**config.mk**
```make
export PLATFORM = sky130hd
export DESIGN_NAME = dhmf_sorter
export DESIGN_NICKNAME = d
export VERILOG_FILES = /design/src/dhmf_pkg.sv /design/src/dhmf_cell.sv /design/src/dhmf_sorter.sv
export SDC_FILE = /design/constraint.sdc
export NUM_CORES = 2
export LEC_CHECK = 0
export ABC_CLOCK_PERIOD_IN_PS = 6400
export BUFFER_PORTS_ARGS = -buffer_cell sky130_fd_sc_hd__buf_4
export CORE_MARGIN = 10
export CORE_UTILIZATION = 50
export CTS_BUF_LIST = sky130_fd_sc_hd__clkbuf_4 sky130_fd_sc_hd__clkbuf_8
export CTS_CLUSTER_DIAMETER = 100
export DETAILED_ROUTE_END_ITERATION = 7
export PLACE_DENSITY = 0.66
export SETUP_SLACK_MARGIN = 0.3
export SLEW_MARGIN = 20
export SYNTH_ARGS = -nofsm -noshare
export SYNTH_HDL_FRONTEND = slang
export SYNTH_SLANG_ARGS = --single-unit
```
**constraint.sdc**
```tcl
create_clock -name i_clk -period 6.4 [get_ports i_clk]
set_input_delay 0.32 -clock i_clk [delete_from_list [all_inputs] [get_ports i_clk]]
set_output_delay 0.32 -clock i_clk [all_outputs]
set_load 0.01 [all_outputs]
```
**src/dhmf_pkg.sv**
```systemverilog
// ----------------------------------------------------------------------------
// dhmf_pkg
// Shared constants, types and helper functions of the depth hole median filter.
// ----------------------------------------------------------------------------
package dhmf_pkg;

    localparam int MAX_WIDTH  = 1024;
    localparam int MAX_HEIGHT = 1024;
    localparam int MAX_WINDOW = 7;
    localparam int RING_ROWS  = MAX_WINDOW + 1;

    localparam int COL_W   = $clog2(MAX_WIDTH);
    localparam int ROW_W   = $clog2(MAX_HEIGHT);
    localparam int RING_W  = $clog2(RING_ROWS);
    localparam int ADDR_W  = RING_W + COL_W;
    localparam int MEM_DEPTH = RING_ROWS * MAX_WIDTH;
    localparam int DIM_W   = 11;
    localparam int SIZE_W  = 3;
    localparam int PIX_W   = 8;
    localparam int NCELL   = MAX_WINDOW * MAX_WINDOW;
    localparam int CNT_W   = $clog2(NCELL + 1);
    localparam int SVAL_W  = PIX_W + 1;

    // An empty sorter cell holds a value above every pixel.
    localparam logic [SVAL_W-1:0] SVAL_EMPTY = SVAL_W'(1 << PIX_W);

    localparam logic [1:0] REG_WINDOW_SIZE    = 2'd0;
    localparam logic [1:0] REG_HOLE_THRESHOLD = 2'd1;
    localparam logic [1:0] REG_FRAME_WIDTH    = 2'd2;
    localparam logic [1:0] REG_FRAME_HEIGHT   = 2'd3;

    localparam logic [SIZE_W-1:0] RST_WINDOW_SIZE  = 3'd3;
    localparam logic [PIX_W-1:0]  RST_THRESHOLD    = 8'd0;
    localparam logic [DIM_W-1:0]  RST_FRAME_WIDTH  = 11'd640;
    localparam logic [DIM_W-1:0]  RST_FRAME_HEIGHT = 11'd480;

    typedef enum logic [2:0] {
        S_IDLE,
        S_CENTER,
        S_CHECK,
        S_WIN,
        S_LAST,
        S_POP,
        S_OUT
    } t_state;

    typedef struct packed {
        logic              clr;
        logic              ins;
        logic              shift;
        logic [SVAL_W-1:0] value;
    } t_cell_ctl;

    function automatic logic [SIZE_W-1:0] bound_size(input logic [SIZE_W-1:0] v);
        logic [SIZE_W-1:0] r;
        if (v == '0) r = SIZE_W'(1);
        else if (v > SIZE_W'(MAX_WINDOW)) r = SIZE_W'(MAX_WINDOW);
        else r = v;
        return r;
    endfunction

    function automatic logic [DIM_W-1:0] bound_dim(input logic [DIM_W-1:0] v,
                                                   input logic [DIM_W-1:0] top);
        logic [DIM_W-1:0] r;
        if (v == '0) r = DIM_W'(1);
        else if (v > top) r = top;
        else r = v;
        return r;
    endfunction

    // Index of the upper middle element of a size x size window.
    function automatic logic [CNT_W-1:0] half_count(input logic [SIZE_W-1:0] s);
        logic [2*SIZE_W-1:0] n;
        n = s * s;
        return CNT_W'(n >> 1);
    endfunction

endpackage

```
**src/dhmf_cell.sv**
```systemverilog
// ----------------------------------------------------------------------------
// dhmf_cell
// One cell of the insertion sorting chain: holds one value in ascending order.
// ----------------------------------------------------------------------------
module dhmf_cell import dhmf_pkg::*; (
    input  logic              i_clk,
    input  logic              i_rst_n,
    input  t_cell_ctl         i_ctl,
    input  logic [SVAL_W-1:0] i_prev_val,
    input  logic              i_prev_gt,
    input  logic [SVAL_W-1:0] i_next_val,
    output logic [SVAL_W-1:0] o_val,
    output logic              o_gt
);

    logic [SVAL_W-1:0] r_val;
    logic [SVAL_W-1:0] n_val;

    assign o_gt = r_val > i_ctl.value;

    always_comb begin
        n_val = r_val;
        if (i_ctl.clr) begin
            n_val = SVAL_EMPTY;
        end else if (i_ctl.ins) begin
            // The new value lands in the first cell larger than it; the
            // cells after that take their left neighbor's value.
            if (o_gt) begin
                n_val = i_prev_gt ? i_prev_val : i_ctl.value;
            end
        end else if (i_ctl.shift) begin
            n_val = i_next_val;
        end
    end

    always_ff @(posedge i_clk) begin
        if (!i_rst_n) begin
            r_val <= SVAL_EMPTY;
        end else begin
            r_val <= n_val;
        end
    end

    assign o_val = r_val;

endmodule

```
**src/dhmf_sorter.sv**
```systemverilog
// ----------------------------------------------------------------------------
// dhmf_sorter
// Row of sorting cells; after the window is inserted it shifts out smallest first.
// ----------------------------------------------------------------------------
module dhmf_sorter import dhmf_pkg::*; (
    input  logic              i_clk,
    input  logic              i_rst_n,
    input  t_cell_ctl         i_ctl,
    output logic [SVAL_W-1:0] o_head
);

    logic [SVAL_W-1:0] w_val [0:NCELL-1];
    logic              w_gt  [0:NCELL-1];

    for (genvar g = 0; g < NCELL; g++) begin : g_cell
        logic [SVAL_W-1:0] w_prev_val;
        logic              w_prev_gt;
        logic [SVAL_W-1:0] w_next_val;

        if (g == 0) begin : g_first
            assign w_prev_val = SVAL_EMPTY;
            assign w_prev_gt  = 1'b0;
        end else begin : g_mid
            assign w_prev_val = w_val[g-1];
            assign w_prev_gt  = w_gt[g-1];
        end

        if (g == NCELL - 1) begin : g_end
            assign w_next_val = SVAL_EMPTY;
        end else begin : g_inner
            assign w_next_val = w_val[g+1];
        end

        dhmf_cell u_cell (
            .i_clk      (i_clk),
            .i_rst_n    (i_rst_n),
            .i_ctl      (i_ctl),
            .i_prev_val (w_prev_val),
            .i_prev_gt  (w_prev_gt),
            .i_next_val (w_next_val),
            .o_val      (w_val[g]),
            .o_gt       (w_gt[g])
        );
    end

    assign o_head = w_val[0];

endmodule

```
==> metrics.md <==
| Metric | Value |
|---|---|
| Status | `finished clean` |
| Post-synth EDFFs | `0` |
| Vias in the first global route | `32420` |
| Initial core utilization | `0.506` |
| Number of synthesized register bits | `441` |
| WS Path Type | `in2reg` |
| DIE AREA | `0.0805 mm2` |
| Worst setup SP type | `input port` |
| CP endpoint kind | `flip-flop` |
| Pre-CTS WS | `2.05 ns` |
| Main combinational cell family by area after synthesis | `compound AO/OA/AOI/OAI gates` |
| CP Buf/Inv Count | `4` |
| Clk Latency, worst-skew pair | `0.73 ns` |
| Initial DRC count | `3689` |
| Post-DP HPWL | `80.9 mm` |
| Number of flip-flops in the largest register | `441` |
| PwrDens | `215 mW/mm2` |
| CTS Hold Buffers Added | `4` |
| XOR/XNOR share of the synthesized area | `0` |
| Clock transition at path regs | `0.06 ns` |
| Max VDD drop | `142 uV` |
| Distinct cells, synth | `102` |
| Post-Syn Area | `0.0348 mm2` |
| Post-Syn Nets | `4584` |
| Num Clock Sinks | `441` |
| Die Span Y | `284 um` |
| Synth warn | `0` |
| Max frequency | `0.231 GHz` |
| Post-DRT Antenna Nets | `0` |
| CP Cell Sequence | `dlygate4sd3_1, buf_4, clkinv_2, buf_4, ha_1, and4_1, and3_1, mux2i_1, and2_1, a21o_1, o221a_2` |
| GP Congestion | `0.898` |
| Critical path required time | `7.04 ns` |
| Total number of vias | `34537` |
| Worst Path Arrival | `4.97 ns` |
| # IOs | `23` |
| Root Buffer | `clkbuf_8` |
| Post-cts sizing count | `0` |
| Initial antenna violation count | `4` |
| Slew @ Worst Pin | `1.27 ns` |
| Max_slew headroom | `0.148` |
| Mean Syn Cell Area | `8.42 um2` |
| Max Slew Vio Count | `0` |
| Mux contribution to synthesized area | `0.0416` |
| Dominant synthesized flop cell | `dfxtp_1` |
| Hold Path Class | `in2reg` |
| Crit path max-delay family | `buffers and inverters` |
| CTS tree | `done` |
| Area grow syn2layout | `7.66%` |
| Worst Path Max Fanout | `32` |
| RSZ-0062 raised after global routing | `false` |
| R2R setup slack | `3.32 ns` |
| Post-synth ARST share | `0` |
| Core area | `0.0687 mm2` |
| Pre-antenna DRT Iters | `8` |
| Rows | `96` |
| Post-CTS Setup Repair Bufs | `0` |
| Synth Area in Adders | `0.159` |
| Setup Skew | `0.0412 ns` |
| Most Frequent Cell on Critical Path | `buf_4` |
| Post-Syn Instances | `4129` |
| Area occupied by multi-input gates | `0.0241 mm2` |
| Filler Cells Inserted | `6551` |
| Fin Setup TNS | `0 ns` |
| WL per Instance | `24.7 um` |
| Leak | `16.2 nW` |
| Share of cells above drive strength 1 | `0.124` |
| Die width | `284 um` |
| Tmin final | `4.34 ns` |
| Gr usage total | `0.292` |
| Routed wire length | `124 mm` |
| Simple-gate share of the synthesized area | `0.163` |
| Pwr Total | `8.04 mW` |
| Max cap viols | `0` |
| GR Overflow Total | `0` |
| CTS Buf Count | `85` |
| Worst path slowest cell | `clkinv_2` |
| Largest net degree at the start of global routing | `148` |
| Final WS setup | `2.06 ns` |
| CTS max path bufs | `3` |
| Port buffer count | `22` |
| Final routed DRC violation total | `0` |
| Period Utilization, post-route | `0.678` |
| H-tree levels | `3` |
| Via/cell ratio | `6.88` |
| CP max stage delay | `0.74 ns` |
| Final-report hold violation count | `0` |
| Global-route wire length before repair | `192 mm` |
| Final nets | `4470` |
| Register area | `0.00883 mm2` |
| # setup viols final | `0` |
| Sequential area share after synthesis | `0.254` |
| Compound-Gate Fraction of Synth Area | `0.328` |
[layout by cell type (no fill, tap or decap), types with 92 or more instances in the layout]
| master | synthesis | final |
|---|---|---|
| ha_1 | 441 | 441 |
| dfxtp_1 | 441 | 441 |
| o21ai_0 | 273 | 272 |
| nor2_1 | 269 | 265 |
| a21oi_1 | 252 | 246 |
| nand3_1 | 169 | 169 |
| nand2_1 | 172 | 169 |
| inv_1 | 169 | 162 |
| and3_1 | 158 | 158 |
| mux2i_1 | 122 | 122 |
| o22ai_1 | 120 | 120 |
| o221a_2 | 118 | 118 |
| clkbuf_8 | 0 | 108 |
| o31ai_1 | 92 | 92 |
[cell usage after synthesis (all sizes together), types with 62 or more instances]
library cell | instances | share of area
dfxtp | 441 | 0.25
ha | 441 | 0.16
o21ai | 291 | 0.042
nor2 | 276 | 0.030
a21oi | 255 | 0.037
clkbuf | 179 | 0.019
nand2 | 174 | 0.019
inv | 170 | 0.018
nand3 | 169 | 0.024
and3 | 158 | 0.028
mux2i | 127 | 0.037
o22ai | 120 | 0.022
o221a | 118 | 0.038
buf | 117 | 0.017
o31ai | 94 | 0.021
a21o | 76 | 0.016
nand2b | 62 | 0.011
[worst paths after layout]
kind	start	to	cells past startpoint
worst max register to register	g_cell[31].u_cell.o_val[3]$_SDFFE_PP0P_	g_cell[31].u_cell.o_val[5]$_SDFFE_PP0P_	6
worst min register to register	g_cell[32].u_cell.o_val[0]$_SDFFE_PP0P_	g_cell[32].u_cell.o_val[0]$_SDFFE_PP0P_	1
worst min-delay path	i_ctl[1]	g_cell[39].u_cell.o_val[1]$_SDFFE_PP0P_	3
worst max-delay path	i_ctl[2]	g_cell[6].u_cell.o_val[5]$_SDFFE_PP0P_	11
[metrics by stage]
step / area, um2 / util / hold slack [ns] / std cells
after floorplan: 34800 / - / 0.442 / 4129
after global placement: 35500 / 0.516 / 0.450 / 4855
after detailed placement: 35500 / 0.516 / 0.457 / 4855
after CTS: 37400 / 0.544 / 0.00370 / 5014
after global routing: 37400 / 0.545 / 0.0266 / 5015
final: 37400 / 0.545 / 0.0371 / 5017
[cells by family after synthesis]
family	after synthesis
buffers and inverters	467
and+or+nand+nor	1085
adders and majority gates	441
DFF	441
AOI/OAI and AO/OA	1555
muxes	140
[final cells by class]
| cell class | instances | area share |
|---|---|---|
| multi-input cells | 3221 | 0.644 |
| well taps | 931 | 0.0311 |
| repair buffers | 95 | 0.0215 |
| inverters | 171 | 0.0176 |
| diodes | 3 | 0.000201 |
| clock inverters | 19 | 0.00468 |
| clock buffers | 136 | 0.0453 |
| flip-flops and latches | 441 | 0.236 |
[power by group]
group	leakage (nW)	switching, mW	internal (mW)
Sequential	3.59	0.151	2.87
Combinational	11.7	1.21	0.637
Clock	0.999	1.41	1.77
Total	16.2	2.77	5.27
[per-layer routing]
| metal | up-vias | share of wire | global-route usage |
|---|---|---|---|
| li1 | 15972 | - | - |
| met1 | 16723 | 0.45 | 0.403 |
| met2 | 1536 | 0.43 | 0.447 |
| met3 | 304 | 0.082 | 0.0474 |
| met4 | 2 | 0.038 | 0.113 |
| met5 | - | 0.00010 | 0 |
[worst reg2reg max path: stages, from the launching register on]
cell      delay [ns]
dfxtp_1         0.48
ha_1            0.31
and4_1          0.20
and3_1          0.18
mux2i_1         0.78
a31oi_1         0.55
a221oi_1        0.47
No activity file was read; power rests on OpenSTA's default activity.
